<file path="config.mk">
export PLATFORM = sky130hd
export DESIGN_NAME = hamming_sec_encode_check
export DESIGN_NICKNAME = d
export VERILOG_FILES = /design/src/design/hsec_pkg.sv /design/src/design/hamming_sec_encode_check.sv
export SDC_FILE = /design/constraint.sdc
export NUM_CORES = 1
export LEC_CHECK = 0
export BUFFER_PORTS_ARGS = -buffer_cell sky130_fd_sc_hd__buf_2
export CORE_MARGIN = 4
export CORE_UTILIZATION = 50
export DETAILED_ROUTE_END_ITERATION = 8
export HOLD_SLACK_MARGIN = 0.05
export PLACE_DENSITY = 0.74
export SLEW_MARGIN = 30
export SYNTH_ARGS = -nofsm -noshare
export SYNTH_HDL_FRONTEND = slang
export SYNTH_SLANG_ARGS = --single-unit
</file>
<file path="constraint.sdc">
create_clock -name clk -period 10.7 [get_ports clk]
set_input_delay 0.535 -clock clk [delete_from_list [all_inputs] [get_ports clk]]
set_output_delay 0.535 -clock clk [all_outputs]
set_load 0.01 [all_outputs]
</file>
<file path="src/design/hsec_pkg.sv">
package hsec_pkg;

  localparam int MAX_DATA_BITS = 57;
  localparam int DATA_W        = MAX_DATA_BITS;
  localparam int CHK_W         = 6;
  localparam int CW_W          = DATA_W + CHK_W;
  localparam int CFG_W         = 6;
  localparam int ADDR_W        = 3;
  localparam int PDATA_W       = 32;

  localparam logic [CFG_W-1:0] DATA_WIDTH_RESET = 6'd4;

  // register index, taken from paddr above the byte offset
  localparam logic REG_DATA_WIDTH = 1'b0;

  typedef enum logic [1:0] {
    ST_NONE      = 2'd0,
    ST_CORRECTED = 2'd1,
    ST_OUTSIDE   = 2'd2
  } status_t;

  typedef enum logic {
    KIND_ENCODE = 1'b0,
    KIND_CHECK  = 1'b1
  } kind_t;

  // data bit j goes to the j-th position that is not a power of two
  function automatic logic [CW_W-1:0] spread_data(input logic [DATA_W-1:0] d);
    logic [CW_W-1:0] w;
    int nxt;
    w   = '0;
    nxt = 0;
    for (int pos = 1; pos <= CW_W; pos++) begin
      if ((pos & (pos - 1)) != 0) begin
        w[pos-1] = d[nxt];
        nxt++;
      end
    end
    return w;
  endfunction

  function automatic logic [DATA_W-1:0] gather_data(input logic [CW_W-1:0] w);
    logic [DATA_W-1:0] d;
    int nxt;
    d   = '0;
    nxt = 0;
    for (int pos = 1; pos <= CW_W; pos++) begin
      if ((pos & (pos - 1)) != 0) begin
        d[nxt] = w[pos-1];
        nxt++;
      end
    end
    return d;
  endfunction

  // positions whose index has bit i set
  function automatic logic [CW_W-1:0] pos_mask(input int i);
    logic [CW_W-1:0] m;
    m = '0;
    for (int k = 1; k <= CW_W; k++) begin
      m[k-1] = ((k >> i) & 1) != 0;
    end
    return m;
  endfunction

  function automatic logic [CW_W-1:0] insert_checks(input logic [CHK_W-1:0] c);
    logic [CW_W-1:0] w;
    w = '0;
    for (int i = 0; i < CHK_W; i++) begin
      w[(1 << i) - 1] = c[i];
    end
    return w;
  endfunction

endpackage

</file>
<file path="src/design/hamming_sec_encode_check.sv">
// channel  | direction | handshake            | payload
// ---------+-----------+----------------------+-----------------------------------------
// in_      | input     | in_valid / in_stall  | in_kind, in_data_in, in_check_in
// out_     | output    | out_valid / out_stall| out_codeword, out_check_out, out_data_out,
//          |           |                      | out_syndrome, out_status
// cfg_     | input     | apb write/read       | data_width at byte address 0
//
// one item per cycle sustained while out_stall stays low; an accepted item moves
// through the stage registers in turn before out_valid rises
// stages: input register, parity trees and syndrome, correction and gather
// rst_n is synchronous, active low: clears valid bits, data_width back to 4
// a stall on out_ backs up through the stages; empty stages still fill, so
// in_stall rises only once every stage holds an item
module hamming_sec_encode_check
  import hsec_pkg::*;
(
  input  logic                clk,
  input  logic                rst_n,

  input  logic                in_valid,
  output logic                in_stall,
  input  logic                in_kind,
  input  logic [DATA_W-1:0]   in_data_in,
  input  logic [CHK_W-1:0]    in_check_in,

  output logic                out_valid,
  input  logic                out_stall,
  output logic [CW_W-1:0]     out_codeword,
  output logic [CHK_W-1:0]    out_check_out,
  output logic [DATA_W-1:0]   out_data_out,
  output logic [CHK_W-1:0]    out_syndrome,
  output logic [1:0]          out_status,

  input  logic                cfg_psel,
  input  logic                cfg_penable,
  input  logic                cfg_pwrite,
  input  logic [ADDR_W-1:0]   cfg_paddr,
  input  logic [PDATA_W-1:0]  cfg_pwdata,
  output logic [PDATA_W-1:0]  cfg_prdata,
  output logic                cfg_pready
);

  // configuration
  logic [CFG_W-1:0] data_width_r;
  logic             cfg_wr;

  assign cfg_pready = 1'b1;
  assign cfg_wr     = cfg_psel && cfg_penable && cfg_pwrite && cfg_pready &&
                      (cfg_paddr[ADDR_W-1] == REG_DATA_WIDTH);

  always_ff @(posedge clk) begin
    if (!rst_n) begin
      data_width_r <= DATA_WIDTH_RESET;
    end else if (cfg_wr) begin
      data_width_r <= cfg_pwdata[CFG_W-1:0];
    end
  end

  always_comb begin
    cfg_prdata = '0;
    if (cfg_paddr[ADDR_W-1] == REG_DATA_WIDTH) begin
      cfg_prdata[CFG_W-1:0] = data_width_r;
    end
  end

  // widths in use
  logic [CFG_W-1:0]  n_use;
  logic [2:0]        p_use;
  logic [CHK_W-1:0]  len;
  logic [CHK_W-1:0]  pmask;
  logic [DATA_W-1:0] dmask;

  always_comb begin
    if (data_width_r == '0) begin
      n_use = CFG_W'(1);
    end else if (data_width_r > CFG_W'(MAX_DATA_BITS)) begin
      n_use = CFG_W'(MAX_DATA_BITS);
    end else begin
      n_use = data_width_r;
    end
    // smallest p with 2^p >= n + p + 1
    if (n_use <= 6'd1) begin
      p_use = 3'd2;
    end else if (n_use <= 6'd4) begin
      p_use = 3'd3;
    end else if (n_use <= 6'd11) begin
      p_use = 3'd4;
    end else if (n_use <= 6'd26) begin
      p_use = 3'd5;
    end else begin
      p_use = 3'd6;
    end
    len   = n_use + CHK_W'(p_use);
    pmask = ~({CHK_W{1'b1}} << p_use);
    dmask = ~({DATA_W{1'b1}} << n_use);
  end

  // handshake through the stages
  logic s1_v_r, s2_v_r, out_v_r;
  logic s1_rdy, s2_rdy, o_rdy;

  assign o_rdy    = !out_v_r || !out_stall;
  assign s2_rdy   = !s2_v_r || o_rdy;
  assign s1_rdy   = !s1_v_r || s2_rdy;
  assign in_stall = !s1_rdy;

  always_ff @(posedge clk) begin
    if (!rst_n) begin
      s1_v_r  <= 1'b0;
      s2_v_r  <= 1'b0;
      out_v_r <= 1'b0;
    end else begin
      if (s1_rdy) begin
        s1_v_r <= in_valid;
      end
      if (s2_rdy) begin
        s2_v_r <= s1_v_r;
      end
      if (o_rdy) begin
        out_v_r <= s2_v_r;
      end
    end
  end

  // stage 1: mask and spread the data
  kind_t            s1_kind_r, s1_kind_nxt;
  logic [CW_W-1:0]  s1_word_r, s1_word_nxt;
  logic [CHK_W-1:0] s1_chk_r, s1_chk_nxt;

  always_comb begin
    s1_kind_nxt = kind_t'(in_kind);
    s1_word_nxt = spread_data(in_data_in & dmask);
    s1_chk_nxt  = in_check_in & pmask;
  end

  always_ff @(posedge clk) begin
    if (in_valid && s1_rdy) begin
      s1_kind_r <= s1_kind_nxt;
      s1_word_r <= s1_word_nxt;
      s1_chk_r  <= s1_chk_nxt;
    end
  end

  // stage 2: parity trees, syndrome, check bits into the word
  kind_t            s2_kind_r;
  logic [CW_W-1:0]  s2_word_r, s2_word_nxt;
  logic [CHK_W-1:0] s2_chk_r, s2_chk_nxt;
  logic [CHK_W-1:0] s2_syn_r, s2_syn_nxt;

  always_comb begin
    for (int i = 0; i < CHK_W; i++) begin
      s2_chk_nxt[i] = (^(s1_word_r & pos_mask(i))) & pmask[i];
    end
    if (s1_kind_r == KIND_CHECK) begin
      s2_syn_nxt  = s2_chk_nxt ^ s1_chk_r;
      s2_word_nxt = s1_word_r | insert_checks(s1_chk_r);
    end else begin
      s2_syn_nxt  = '0;
      s2_word_nxt = s1_word_r | insert_checks(s2_chk_nxt);
    end
  end

  always_ff @(posedge clk) begin
    if (s1_v_r && s2_rdy) begin
      s2_kind_r <= s1_kind_r;
      s2_word_r <= s2_word_nxt;
      s2_chk_r  <= s2_chk_nxt;
      s2_syn_r  <= s2_syn_nxt;
    end
  end

  // stage 3: flip the bit at the syndrome position, gather data
  logic [CW_W-1:0]   o_word_r, o_word_nxt;
  logic [CHK_W-1:0]  o_chk_r;
  logic [DATA_W-1:0] o_data_r, o_data_nxt;
  logic [CHK_W-1:0]  o_syn_r;
  status_t           o_status_r, o_status_nxt;
  logic              syn_in_range;

  always_comb begin
    syn_in_range = (s2_syn_r <= len);
    o_word_nxt   = s2_word_r;
    o_status_nxt = ST_NONE;
    if (s2_kind_r == KIND_CHECK && s2_syn_r != '0) begin
      if (syn_in_range) begin
        o_word_nxt   = s2_word_r ^ ({{(CW_W-1){1'b0}}, 1'b1} << (s2_syn_r - 1'b1));
        o_status_nxt = ST_CORRECTED;
      end else begin
        o_status_nxt = ST_OUTSIDE;
      end
    end
    o_data_nxt = gather_data(o_word_nxt) & dmask;
  end

  always_ff @(posedge clk) begin
    if (s2_v_r && o_rdy) begin
      o_word_r   <= o_word_nxt;
      o_chk_r    <= s2_chk_r;
      o_data_r   <= o_data_nxt;
      o_syn_r    <= s2_syn_r;
      o_status_r <= o_status_nxt;
    end
  end

  assign out_valid     = out_v_r;
  assign out_codeword  = o_word_r;
  assign out_check_out = o_chk_r;
  assign out_data_out  = o_data_r;
  assign out_syndrome  = o_syn_r;
  assign out_status    = o_status_r;

  // checks that an accepted item reaches the output
  a_latency: assert property (@(posedge clk) disable iff (!rst_n)
    in_valid && !in_stall |-> ##3 out_valid)
    else $error("accepted item did not reach the output");

  a_none_zero_syn: assert property (@(posedge clk) disable iff (!rst_n)
    out_valid && out_status == ST_NONE |-> out_syndrome == '0)
    else $error("no-error status with nonzero syndrome");

  a_corr_range: assert property (@(posedge clk) disable iff (!rst_n)
    out_valid && out_status == ST_CORRECTED |-> out_syndrome != '0 && out_syndrome <= len)
    else $error("corrected status with syndrome outside codeword");

  a_outside_range: assert property (@(posedge clk) disable iff (!rst_n)
    out_valid && out_status == ST_OUTSIDE |-> out_syndrome > len)
    else $error("outside status with syndrome inside codeword");

endmodule

</file>
==> key figures <==
Status
  • Status: complete, no violations

STA
  • Final min period: 5370 ps
  • Slew HR: 0.374
  • Setup TNS: 0 ps
  • Worst-Margin Slew: 939 ps
  • Highest clock rate: 0.186 GHz
  • Final worst slack: 5330 ps
  • Unrepaired setup endpoints after global routing: no
  • Clock Skews: 16.5 ps
  • Final Slew Violations: 0
  • Final Hold Slack: 185 ps
  • Fin crit share: 0.502
  • Final Hold Fails: 0
  • Setup Viol. Count Final: 0

Worst setup path
  • Data arrival, critical path: 5640 ps
  • Startpoint types: flop
  • Critical path type: reg -> reg
  • WP data required: 10970 ps
  • Worst setup EP type: flop
  • Crit-path max FO: 29

Power
  • Tot Pwr: 2.64 mW
  • Power Density: 170 mW/mm2
  • Leakage: 5.95 nW
  • Max VDD drop: 0.000113 V

Floorplan
  • Core Region: 0.0261 mm2
  • Chip Height: 171 um
  • Initial Util: 0.511
  • IO Count: 275
  • Site Rows: 59
  • DIE AREA: 0.0294 mm2
  • Chip Width: 171 um

GRT
  • Grt ovf: 0
  • First-pass GRT wire length: 52700 um
  • Initial antenna violation count: 0
  • Largest net degree at the start of global routing: 78
  • Vias in the first global route: 8858
  • GRT Overall Usage: 0.239

Yosys
  • Synth area leader: edfxtp_1
  • Most frequent cell after synthesis: edfxtp_1
  • Synth Cell Area: 0.0133 mm2
  • Ys Warns: 0
  • Register area share after synthesis: 0.630
  • Synth unique cells: 50
  • Share of flip-flops with an asynchronous set or reset: 0
  • Syn_area_per_cell: 12.6 um2
  • Top post-synthesis cells by count: edfxtp_1 (274), nand2_1 (97), xnor2_1 (76)
  • Post-synth EDFFs: 274
  • Post-synth top area share: 0.617
  • Main area contributors after synthesis: edfxtp_1 (62%), xnor2_1 (5.0%), nand2_1 (2.7%)
  • FF+latch count, synth: 283
  • Synthesized instance count: 1056
  • Ys flop type: edfxtp_1

Finish
  • Area grow syn2layout: 16.5%
  • Area occupied by multi-input gates: 0.00457 mm2
  • Register area: 0.00841 mm2
  • Layout Nets: 1379
  • Diode count: 0
  • Design area: 0.0156 mm2
  • # fillers: 2136
  • Fin util: 0.595
  • Share of layout cells above drive strength 1: 0.222
  • Cell Count, Final, Fillers Out: 1617

Clocking
  • Longest Clk Path Bufs: 3
  • # clock sinks: 283
  • Inserted Clock Buffers: 28
  • # hold bufs at CTS: 0
  • CTS tree: built
  • Postcts setup bufs: 0
  • Post-CTS Resized: 0
  • Worst-Skew Late Latency: 540 ps
  • Htree depth: 1
  • Clock Tree Root: clkbuf_16
  • Clk slew on worst S/H paths: 60 ps

Place
  • Post-DP HPWL: 26100 um
  • Placed Area: 0.0147 mm2
  • Post-placement cell count: 1568
  • Setup WS pre-CTS: 5470 ps
  • RD Place Congestion: 0.928
  • Port buffer count: 219

Route
  • DRC: 0
  • ANT nets after route: 0
  • Total Wirelength: 36300 um
  • Via density: 5.73
  • Initial DRC count: 1092
  • Routed len/inst: 22.4 um
  • TritonRoute pass-1 iters: 5
  • Routed vias: 9271

Worst hold path
  • HP Class: in -> reg

Flow run
  • Max_cap viols: 0
==> cell type report <==
cell class / instances / area share
inverters: 30 / 0.00724
clock inverters: 14 / 0.00708
repair buffers: 230 / 0.0763
flip-flops and latches: 283 / 0.541
well taps: 335 / 0.0270
clock buffers: 35 / 0.0481
multi-input cells: 690 / 0.294
==> worst paths after layout <==
| check | slack (ps) | end | cells past startpoint | start |
|---|---|---|---|---|
| max | 5330 | out_codeword[2] | 15 | data_width_r[5] |
| min | 190 | s1_kind_r | 1 | in_kind |
| min reg2reg | 430 | out_check_out[4] | 0 | s2_chk_r[4] |
| max reg2reg | 5330 | out_codeword[2] | 15 | data_width_r[5] |
==> cells by family after synthesis <==
family,share of synthesized area
simple gates,0.145
flops,0.630
compound gates,0.0696
xor+xnor,0.0972
buf+inv,0.0385
mux,0.00900
fa+ha+maj,0.00994
other cells,0.000563
==> per-layer routing <==
layer / vias to the layer above / GRT usage / part of all wire / wire, um
met5: - / 0 / 0 / 0
met4: 0 / 0.0634 / 0.026 / 935
met3: 59 / 0.0352 / 0.095 / 3450
met2: 504 / 0.388 / 0.47 / 17200
met1: 4520 / 0.341 / 0.41 / 14700
li1: 4188 / - / - / -
==> cells in the final DEF (no fill, tap or decap), types with 6 or more instances in the layout <==
| cell type | synthesis | final |
|---|---|---|
| nand2_1 | 97 | 97 |
| inv_1 | 29 | 29 |
| clkbuf_16 | 0 | 29 |
| nand4_1 | 8 | 8 |
| nor2_1 | 57 | 57 |
| dfxtp_1 | 9 | 9 |
| xor2_1 | 21 | 21 |
| and2_1 | 18 | 18 |
| ha_1 | 9 | 9 |
| o21ai_0 | 47 | 47 |
| or2_2 | 6 | 6 |
| or4_1 | 23 | 23 |
| nand2b_1 | 9 | 9 |
| and3_1 | 13 | 13 |
| clkinv_1 | 1 | 9 |
| nand3_1 | 14 | 14 |
| buf_4 | 27 | 9 |
| mux2i_1 | 12 | 12 |
| a21oi_1 | 68 | 68 |
| clkbuf_1 | 43 | 6 |
| or3_1 | 32 | 32 |
| xnor3_1 | 16 | 16 |
| conb_1 | 2 | 27 |
| nor2b_1 | 47 | 45 |
| edfxtp_1 | 274 | 274 |
| o41ai_1 | 8 | 8 |
| xnor2_1 | 76 | 75 |
| buf_2 | 6 | 219 |
| o31ai_1 | 22 | 21 |
| nand4b_1 | 6 | 6 |
| nor3_1 | 11 | 11 |
| nand3b_1 | 13 | 13 |
==> worst max-delay path: stages (launching register included) <==
cell	delay (ps)
dfxtp_1	750
buf_4	450
and2_1	530
nand2_1	250
nand2_1	160
inv_1	60
ha_1	280
a21o_1	180
a21oi_1	240
xor2_1	180
ha_1	260
o21a_1	110
o21ai_1	280
a221o_1	760
nand3_1	370
xnor2_1	230
==> registers in the layout, indices dropped and copies added, names as in the netlist <==
name / count
data_width_r: 6
out_check_out: 6
out_codeword: 63
out_data_out: 57
out_status: 2
out_syndrome: 6
out_valid: 1
s1_chk_r: 6
s1_kind_r: 1
s1_v_r: 1
s1_word_r: 57
s2_chk_r: 6
s2_kind_r: 1
s2_syn_r: 6
s2_v_r: 1
s2_word_r: 63
==> where the power goes <==
group / internal, mW / switching [mW]
sequential: 1.28 / 0.0408
clock: 0.538 / 0.398
combinational: 0.160 / 0.225
total: 1.98 / 0.665
(Power assumes the default switching activity.)
